`src/rtl/core/timed_neighbor_table_core_defines.svh`:
```
// Assertion macros used by the neighbor table back part.
// Define NO_ASSERTIONS to compile the checks away.
`ifndef TIMED_NEIGHBOR_TABLE_CORE_DEFINES_SVH
`define TIMED_NEIGHBOR_TABLE_CORE_DEFINES_SVH
`ifndef NO_ASSERTIONS
`define TNT_ASSERT_IMPL(label, clk, rst_n, a, c) \
    label: assert property (@(posedge clk) disable iff (!rst_n) (a) |-> (c)) \
        else $error("assertion failed");
`define TNT_ASSERT_NEXT(label, clk, rst_n, a, c) \
    label: assert property (@(posedge clk) disable iff (!rst_n) (a) |=> (c)) \
        else $error("assertion failed");
`else
`define TNT_ASSERT_IMPL(label, clk, rst_n, a, c)
`define TNT_ASSERT_NEXT(label, clk, rst_n, a, c)
`endif
`endif

```
`src/rtl/core/tnt_pkg.sv`:
```
// Shared types and constants of the timed neighbor table.
// No dependencies.
package tnt_pkg;
    localparam int DEFAULT_ENTRIES = 16;
    localparam logic [31:0] TIME_MAX = 32'hFFFF_FFFF;

    typedef enum logic [1:0]
    {
        ACT_UPDATE = 2'd0,
        ACT_QUERY  = 2'd1,
        ACT_TXERR  = 2'd2,
        ACT_TICK   = 2'd3
    } action_t;

    localparam logic KIND_REPLY = 1'b0;
    localparam logic KIND_LOST  = 1'b1;

    typedef struct packed
    {
        logic [1:0]  action;
        logic [31:0] address;
        logic [31:0] lifetime;
        logic [47:0] hw_address;
    } req_t;

    typedef struct packed
    {
        logic        kind;
        logic [31:0] lost_address;
        logic        found;
        logic [31:0] remaining;
        logic        table_full;
        logic        last;
    } rsp_t;

    // Classified command handed from the front part to the back part.
    typedef struct packed
    {
        logic [1:0]  action;
        logic [31:0] address;
        logic [31:0] expiry;
        logic [47:0] hw_address;
    } cmd_t;

    function automatic logic [31:0] sat_add(input logic [31:0] a, input logic [31:0] b);
        logic [32:0] s;
        s = {1'b0, a} + {1'b0, b};
        return s[32] ? TIME_MAX : s[31:0];
    endfunction
endpackage

```
`src/rtl/core/tnt_if.sv`:
```
// Valid/ready channel carrying one payload beat.
// Depends on nothing; the payload type is a parameter.
interface tnt_if #(parameter type T = logic);
    logic valid;
    logic ready;
    T     data;
    modport source (output valid, output data, input ready);
    modport sink (input valid, input data, output ready);
endinterface

```
`src/rtl/core/tnt_front.sv`:
```
// Front part: accepts requests, folds time in and queues commands.
// Depends on tnt_pkg.
module tnt_front
    import tnt_pkg::*;
(
    input  logic        clk,
    input  logic        rst_n,
    tnt_if.sink         in_ch,
    input  logic [31:0] now,
    input  logic        cmd_take,
    output logic        cmd_valid,
    output cmd_t        cmd
);
    // Command queue with two slots; it takes a request only when empty, so holds one.
    cmd_t       q_reg [2];
    logic [1:0] cnt_reg;
    logic       rd_reg;
    logic       push, pop;
    cmd_t       c;
    logic [31:0] add;

    always_comb
    begin
        add = (in_ch.data.action == ACT_TICK) ? 32'd1 : in_ch.data.lifetime;
        c.action     = in_ch.data.action;
        c.address    = in_ch.data.address;
        c.hw_address = in_ch.data.hw_address;
        c.expiry     = sat_add(now, add);
    end

    assign in_ch.ready = (cnt_reg == 2'd0);
    assign push = in_ch.valid && in_ch.ready;
    assign pop  = cmd_take && cmd_valid;
    assign cmd_valid = (cnt_reg != 2'd0);
    assign cmd = q_reg[rd_reg];

    always_ff @(posedge clk or negedge rst_n)
    begin
        if (!rst_n)
        begin
            cnt_reg <= 2'd0;
            rd_reg  <= 1'b0;
        end
        else
        begin
            if (push)
                q_reg[rd_reg ^ cnt_reg[0]] <= c;
            if (pop)
                rd_reg <= ~rd_reg;
            cnt_reg <= cnt_reg + {1'b0, push} - {1'b0, pop};
        end
    end
endmodule

```
`src/rtl/core/tnt_back.sv`:
```
// Back part: table storage, lookup, insert and the serial purge sweep.
// Depends on tnt_pkg and the assertion macro header.
`include "timed_neighbor_table_core_defines.svh"
module tnt_back
    import tnt_pkg::*;
#(
    parameter int ENTRIES = DEFAULT_ENTRIES
)
(
    input  logic        clk,
    input  logic        rst_n,
    input  logic        cmd_valid,
    input  cmd_t        cmd,
    output logic        cmd_take,
    output logic [31:0] now,
    tnt_if.source       out_ch
);
    localparam int IW = (ENTRIES > 1) ? $clog2(ENTRIES) : 1;

    typedef enum logic [1:0] { S_IDLE, S_SWEEP, S_FINISH } state_t;

    state_t           state_reg;
    logic [ENTRIES-1:0] valid_reg;
    logic [31:0]      ip_reg  [ENTRIES];
    logic [47:0]      mac_reg [ENTRIES];
    logic [31:0]      exp_reg [ENTRIES];
    logic [31:0]      time_reg;
    cmd_t             cur_reg;
    logic [IW-1:0]    idx_reg;
    logic             ov_reg;
    rsp_t             out_reg;

    // Match search over all entries.
    logic [ENTRIES-1:0] hit;
    logic             any_hit, any_free;
    logic [IW-1:0]    hit_idx, free_idx;
    always_comb
    begin
        any_hit = 1'b0; any_free = 1'b0;
        hit_idx = '0; free_idx = '0;
        for (int i = ENTRIES - 1; i >= 0; i--)
        begin
            hit[i] = valid_reg[i] && ip_reg[i] == cur_reg.address;
            if (hit[i])
            begin
                any_hit = 1'b1; hit_idx = IW'(i);
            end
            if (!valid_reg[i])
            begin
                any_free = 1'b1; free_idx = IW'(i);
            end
        end
    end

    // Drop condition of the entry under the sweep.
    logic drop;
    assign drop = valid_reg[idx_reg] &&
        (exp_reg[idx_reg] < time_reg ||
         (cur_reg.action == ACT_TXERR && mac_reg[idx_reg] == cur_reg.hw_address));

    logic out_free;
    assign out_free = !ov_reg || out_ch.ready;
    assign now = time_reg;
    assign cmd_take = (state_reg == S_IDLE) && cmd_valid && out_free;
    assign out_ch.valid = ov_reg;
    assign out_ch.data = out_reg;

    logic last_idx;
    assign last_idx = (idx_reg == IW'(ENTRIES - 1));

    // An update hit is refreshed in place on the first sweep cycle.
    logic upd_hit;
    assign upd_hit = (cur_reg.action == ACT_UPDATE) && any_hit && (idx_reg == '0);

    // A beat is loaded into the output register on a drop or on the final reply.
    logic emit;
    assign emit = out_free &&
        ((state_reg == S_SWEEP && !upd_hit && drop) || state_reg == S_FINISH);

    // Final reply of the current command.
    rsp_t reply;
    always_comb
    begin
        reply = '{kind: KIND_REPLY, lost_address: '0, found: 1'b0,
                  remaining: '0, table_full: 1'b0, last: 1'b1};
        case (cur_reg.action)
            ACT_UPDATE:
            begin
                if (any_hit)
                    reply.found = 1'b1;
                else if (!any_free)
                    reply.table_full = 1'b1;
            end
            ACT_QUERY:
            begin
                if (any_hit)
                begin
                    reply.found = 1'b1;
                    reply.remaining = exp_reg[hit_idx] - time_reg;
                end
            end
            default: ;
        endcase
    end

    always_ff @(posedge clk or negedge rst_n)
    begin
        if (!rst_n)
        begin
            state_reg <= S_IDLE;
            valid_reg <= '0;
            time_reg  <= '0;
            ov_reg    <= 1'b0;
            idx_reg   <= '0;
        end
        else
        begin
            if (emit)
                ov_reg <= 1'b1;
            else if (out_ch.ready)
                ov_reg <= 1'b0;
            case (state_reg)
                S_IDLE:
                begin
                    if (cmd_take)
                    begin
                        cur_reg <= cmd;
                        idx_reg <= '0;
                        if (cmd.action == ACT_TICK)
                            time_reg <= cmd.expiry;
                        state_reg <= S_SWEEP;
                    end
                end
                S_SWEEP:
                begin
                    // Update hit: refresh in place, no purge.
                    if (upd_hit)
                    begin
                        if (cur_reg.expiry > exp_reg[hit_idx])
                            exp_reg[hit_idx] <= cur_reg.expiry;
                        if (mac_reg[hit_idx] == '0)
                            mac_reg[hit_idx] <= cur_reg.hw_address;
                        state_reg <= S_FINISH;
                    end
                    else if (out_free)
                    begin
                        if (drop)
                        begin
                            valid_reg[idx_reg] <= 1'b0;
                            out_reg <= '{kind: KIND_LOST, lost_address: ip_reg[idx_reg],
                                         found: 1'b0, remaining: '0, table_full: 1'b0,
                                         last: 1'b0};
                        end
                        if (last_idx)
                            state_reg <= S_FINISH;
                        else
                            idx_reg <= idx_reg + IW'(1);
                    end
                end
                S_FINISH:
                begin
                    if (out_free)
                    begin
                        out_reg <= reply;
                        // Update miss goes into the lowest free entry.
                        if (cur_reg.action == ACT_UPDATE && !any_hit && any_free)
                        begin
                            valid_reg[free_idx] <= 1'b1;
                            ip_reg[free_idx]  <= cur_reg.address;
                            mac_reg[free_idx] <= cur_reg.hw_address;
                            exp_reg[free_idx] <= cur_reg.expiry;
                        end
                        state_reg <= S_IDLE;
                    end
                end
                default: state_reg <= S_IDLE;
            endcase
        end
    end

    `TNT_ASSERT_IMPL(a_take_idle, clk, rst_n, cmd_take, state_reg == S_IDLE)
    `TNT_ASSERT_NEXT(a_tick_time, clk, rst_n, cmd_take && cmd.action == ACT_TICK,
        time_reg == $past(cmd.expiry))
    `TNT_ASSERT_IMPL(a_lost_not_last, clk, rst_n, ov_reg, out_reg.last != out_reg.kind)
endmodule

```
`src/rtl/core/timed_neighbor_table_core.sv`:
```
// Timed neighbor table: the front registers each input beat as a command; the back
// part takes it when idle, sweeps the entries (an update hit is refreshed instead)
// and then registers the final reply, and takes one command at a time.
// The serial purge sweep over the entries, one per cycle, sets the rate;
// a stalled output holds the sweep. The front takes the next item meanwhile.
// Reset clears all valid bits and the time at once; no clearing pass.
module timed_neighbor_table_core
    import tnt_pkg::*;
#(
    parameter int ENTRIES = DEFAULT_ENTRIES
)
(
    input  logic  clk,
    input  logic  rst_n,
    tnt_if.sink   in_ch,
    tnt_if.source out_ch
);
    logic        cmd_valid, cmd_take;
    cmd_t        cmd;
    logic [31:0] now;

    tnt_front u_front
    (
        .clk(clk), .rst_n(rst_n), .in_ch(in_ch), .now(now),
        .cmd_take(cmd_take), .cmd_valid(cmd_valid), .cmd(cmd)
    );

    tnt_back #(.ENTRIES(ENTRIES)) u_back
    (
        .clk(clk), .rst_n(rst_n), .cmd_valid(cmd_valid), .cmd(cmd),
        .cmd_take(cmd_take), .now(now), .out_ch(out_ch)
    );
endmodule

```
`src/flat_wrapper.sv`:
```
// flat-port wrapper written by rule: the top's interface ports become plain ports
module timed_neighbor_table_core_flat import tnt_pkg::*;
#(
    parameter int ENTRIES = DEFAULT_ENTRIES
)
  (clk, rst_n, in_ch_valid, in_ch_data, in_ch_ready, out_ch_valid, out_ch_data, out_ch_ready);
  tnt_if #(.T(req_t)) in_ch_i ();
  tnt_if #(.T(rsp_t)) out_ch_i ();
  input  logic clk;
  input  logic rst_n;
  input wire logic [$bits(in_ch_i.valid)-1:0] in_ch_valid;
  input wire logic [$bits(in_ch_i.data)-1:0] in_ch_data;
  output wire logic [$bits(in_ch_i.ready)-1:0] in_ch_ready;
  output wire logic [$bits(out_ch_i.valid)-1:0] out_ch_valid;
  output wire logic [$bits(out_ch_i.data)-1:0] out_ch_data;
  input wire logic [$bits(out_ch_i.ready)-1:0] out_ch_ready;
  assign in_ch_i.valid = in_ch_valid;
  assign in_ch_i.data = in_ch_data;
  assign in_ch_ready = in_ch_i.ready;
  assign out_ch_valid = out_ch_i.valid;
  assign out_ch_data = out_ch_i.data;
  assign out_ch_i.ready = out_ch_ready;
  timed_neighbor_table_core #(.ENTRIES(ENTRIES)) u_core (.clk(clk), .rst_n(rst_n), .in_ch(in_ch_i), .out_ch(out_ch_i));
endmodule
```
`config.mk`:
```
export PLATFORM = sky130hd
export DESIGN_NAME = timed_neighbor_table_core_flat
export DESIGN_NICKNAME = d
export VERILOG_FILES = /design/src/rtl/core/tnt_pkg.sv /design/src/rtl/core/tnt_if.sv /design/src/rtl/core/tnt_front.sv /design/src/rtl/core/tnt_back.sv /design/src/rtl/core/timed_neighbor_table_core.sv /design/src/flat_wrapper.sv
export VERILOG_INCLUDE_DIRS = /design/src /design/src/rtl/core
export SDC_FILE = /design/constraint.sdc
export NUM_CORES = 2
export LEC_CHECK = 0
export BUFFER_PORTS_ARGS = -buffer_cell sky130_fd_sc_hd__buf_2
export CORE_MARGIN = 4
export CORE_UTILIZATION = 25
export CTS_CLUSTER_SIZE = 8
export DETAILED_ROUTE_END_ITERATION = 6
export GPL_ROUTABILITY_DRIVEN = 0
export GPL_TIMING_DRIVEN = 1
export HOLD_SLACK_MARGIN = 0.12
export PLACE_DENSITY = 0.36
export SLEW_MARGIN = 20
export SYNTH_ARGS = -nofsm -noshare
export SYNTH_HDL_FRONTEND = slang
export SYNTH_SLANG_ARGS = --single-unit
```
`constraint.sdc`:
```
create_clock -name clk -period 11.05 [get_ports clk]
set_clock_uncertainty 0.15 [all_clocks]
set_input_delay 1.6575 -clock clk [delete_from_list [all_inputs] [get_ports clk]]
set_output_delay 1.6575 -clock clk [all_outputs]
set_load 0.05 [all_outputs]
```
==> impl_metrics.csv <==
group,metric,value,unit
die,std_cell_rows,236,
global_route,busiest_layer,"met2",
clocking,cts_tree,"yes",
global_route,grt_max_degree,105,
pwr,power.density,226.6,nW/um^2
drt,wl,394400,um
finish,drive_gt1_frac,0.2480,
finish,seqCellArea,67590,sq um
worst_setup_path,required,11500,ps
drt,vias,61320,
die,ioPinCount,188,
job,max-cap-violations,0,
synth,yosysTopAreaCellShare,0.6358,
clocking,postCtsSetupBuffers,0,
finish,num-fill-cells,40790,
worst_setup_path,critPathCaptureType,"register",
synth,synth.area.mux_share,0.1655,
finish,design_area,121600,sq um
drt,detail-route-antenna-nets,0,
synth,synth_simple_gate_area_frac,0.07099,
sta,slew_headroom,0.2322,
drt,drc_errors,0,
synth,synth_compound_area_frac,0.03023,
die,dieHeight,653.0,um
place,port_buffers,187,
global_route,met1_usage,0.2375,
synth,postSynthAreaPerCell,16.77,sq um
sta,max_freq,98.33,MHz
worst_setup_path,critical_path_class,"reg2reg",
die,chipWidth,653.0,um
place,dp_hpwl,278400,um
clocking,cts.path.max_buffers,4,
pwr,p_leak,38.08,nW
worst_setup_path,cp.arrival,10620,ps
finish,layout.nets,6850,
finish,fin_util,0.2940,
sta,rsz0062_at_grt,"false",
place,dp_cells,11750,
finish,multi_input_comb_area,35200,sq um
global_route,grt_pass1_vias,62840,
synth,synth_nets,6452,
die,start_util,0.2514,
finish,area_delta_synth_final,16.95,%
synth,syn_area,104000,sq um
worst_setup_path,startpoint_type,"register",
sta,setup_tns,0,ps
outcome,status,"finished, final reports clean",
sta,period_share,0.9204,
finish,largest_register_ffs,768,
pwr,power,27.57,mW
place,pre_cts_ws,933.2,ps
sta,worst_pin_slew,1141,ps
sta,hold_viol,0,
synth,synth.area.top_cells,"edfxtp_1 64%, mux4_2 12%, xor2_1 3.4%",
clocking,ctsResizeCount,0,
clocking,hold_buffers,0,
global_route,gr-usage-met2,0.3090,
clocking,cts_buffers,325,
sta,maxSlewViolCount,0,
clocking,worstSkewPairLatency,930,ps
synth,synth_edf_count,2202,
synth,synth-xor-area-share,0.05086,
finish,final_cells,12200,
drt,via_per_inst,5.028,
synth,synth-seq-cells,2260,
synth,synthCells,6201,
synth,synth_commonest_cells,"2202 x edfxtp_1, 565 x mux4_2, 402 x xor2_1, 371 x nor4_1, 271 x mux2_2",
die,coreArea,413700,sq um
synth,ys_warn_count,0,
synth,ys.flop_type,"edfxtp_1",
drt,drt_iter0_markers,5785,
sta,fin_crit,10170,ps
drt,first_pass_iters,6,
worst_hold_path,hp-class,"reg2reg",
global_route,globalRouteOverflowTotal,0,
worst_setup_path,cp_max_fo,36,
global_route,antenna_found_initial,31,
synth,async_flop_share,0.02566,
synth,yosysTopAreaCell,"edfxtp_1",
clocking,htreeDepth,5,
synth,yosysSeqAreaShare,0.6497,
pwr,max-vdd-ir-drop,0.1748,mV
sta,setup_viol,0,
place,postPlaceCellArea,112700,sq um
synth,synth-adder-area-share,0.01614,
synth,synth.distinct_cells,81,
global_route,grt_pass1_wl,539600,um
die,dieArea,426400,sq um
synth,synth_most_common_cell,"edfxtp_1",
clocking,cts_root_buf,"clkbuf_16",
sta,hold-worst-slack,347.3,ps
clocking,clk_pin_slew,50,ps
sta,fin_ws,879.8,ps
global_route,globalRouteMet3Util,0.02553,
synth,synth_top_family_by_area,"multiplexers",
drt,avgRoutedWirePerCell,32.34,um
global_route,grt_use_total,0.1805,
clocking,clkSinkCount,2260,
-- cell type report --
type / count / area share
multi-input cells: 3535 / 0.2894
inverters: 99 / 0.003055
clock buffers: 411 / 0.07143
flip-flops and latches: 2260 / 0.5557
well taps: 5474 / 0.05631
diodes: 16 / 0.0003292
repair buffers: 378 / 0.02197
clock inverters: 23 / 0.001810
-- report_power, final --
group / leakage [nW] / switching, mW / total, mW / internal, mW
Clock: 4.34 / 3.74 / 9.17 / 5.43
Sequential: 20.5 / 0.523 / 10.5 / 10.0
Combinational: 13.2 / 4.66 / 7.86 / 3.20
-- worst max-delay path, cell delays in order (launching register included) --
cell      delay (ps)
edfxtp_1        1050
buf_4            400
xor2_1           130
nor4_1           380
nand4_1          140
nor4_1           980
a211o_1          200
a31o_1           390
a22o_4           620
buf_4            490
a221oi_1         150
or3_1            400
a221oi_2         860
nand2_1          140
ha_1             340
nand4_1           70
or2_2            300
nor3_1           660
nand4_1          370
o211a_1          240
o31a_1           130
nor2_1           310
nand2b_1         420
nor2_4           220
buf_12           240
-- path summary, 6_finish.rpt --
kind / end / slack (ps) / start / cells after the start
min in group asynchronous: u_core.u_back.now[20] / 660 / rst_n / 1
max in group asynchronous: u_core.u_back.idx_reg[3] / 9170 / rst_n / 2
max: u_core.u_back.exp_reg[1][6] / 880 / u_core.u_back.cur_reg[106] / 24
min: u_core.u_back.ip_reg[14][27] / 350 / u_core.u_back.cur_reg[107] / 0
max reg2reg: u_core.u_back.exp_reg[1][6] / 880 / u_core.u_back.cur_reg[106] / 24
min reg2reg: u_core.u_back.ip_reg[14][27] / 350 / u_core.u_back.cur_reg[107] / 0
-- cell families after synthesis --
kind of cell / count (synthesis)
AOI/OAI and AO/OA: 478
buffers and inverters: 406
adders and majority gates: 133
DFF: 2260
xor gates and xnor gates: 604
muxes: 980
and+or+nand+nor: 1340
-- metal layers --
layer,wire length (um),vias to the layer above
met1,168100,32870
met2,195000,2044
met5,27,-
met3,19430,526
met4,11870,4
li1,-,25880
-- cell usage in the layout, fill, tap and decap left out, types with 131 or more instances in the layout --
master     count
buf_4        168
edfxtp_1    2202
xor2_1       402
xnor2_1      202
o21ai_0      146
ha_1         131
nand4_1      159
mux2_2       271
nor4_1       366
mux4_2       565
mux2i_1      144
buf_2        186
nand2_1      261
clkbuf_16    335
Note: power is estimated with default switching activity, not from simulation.
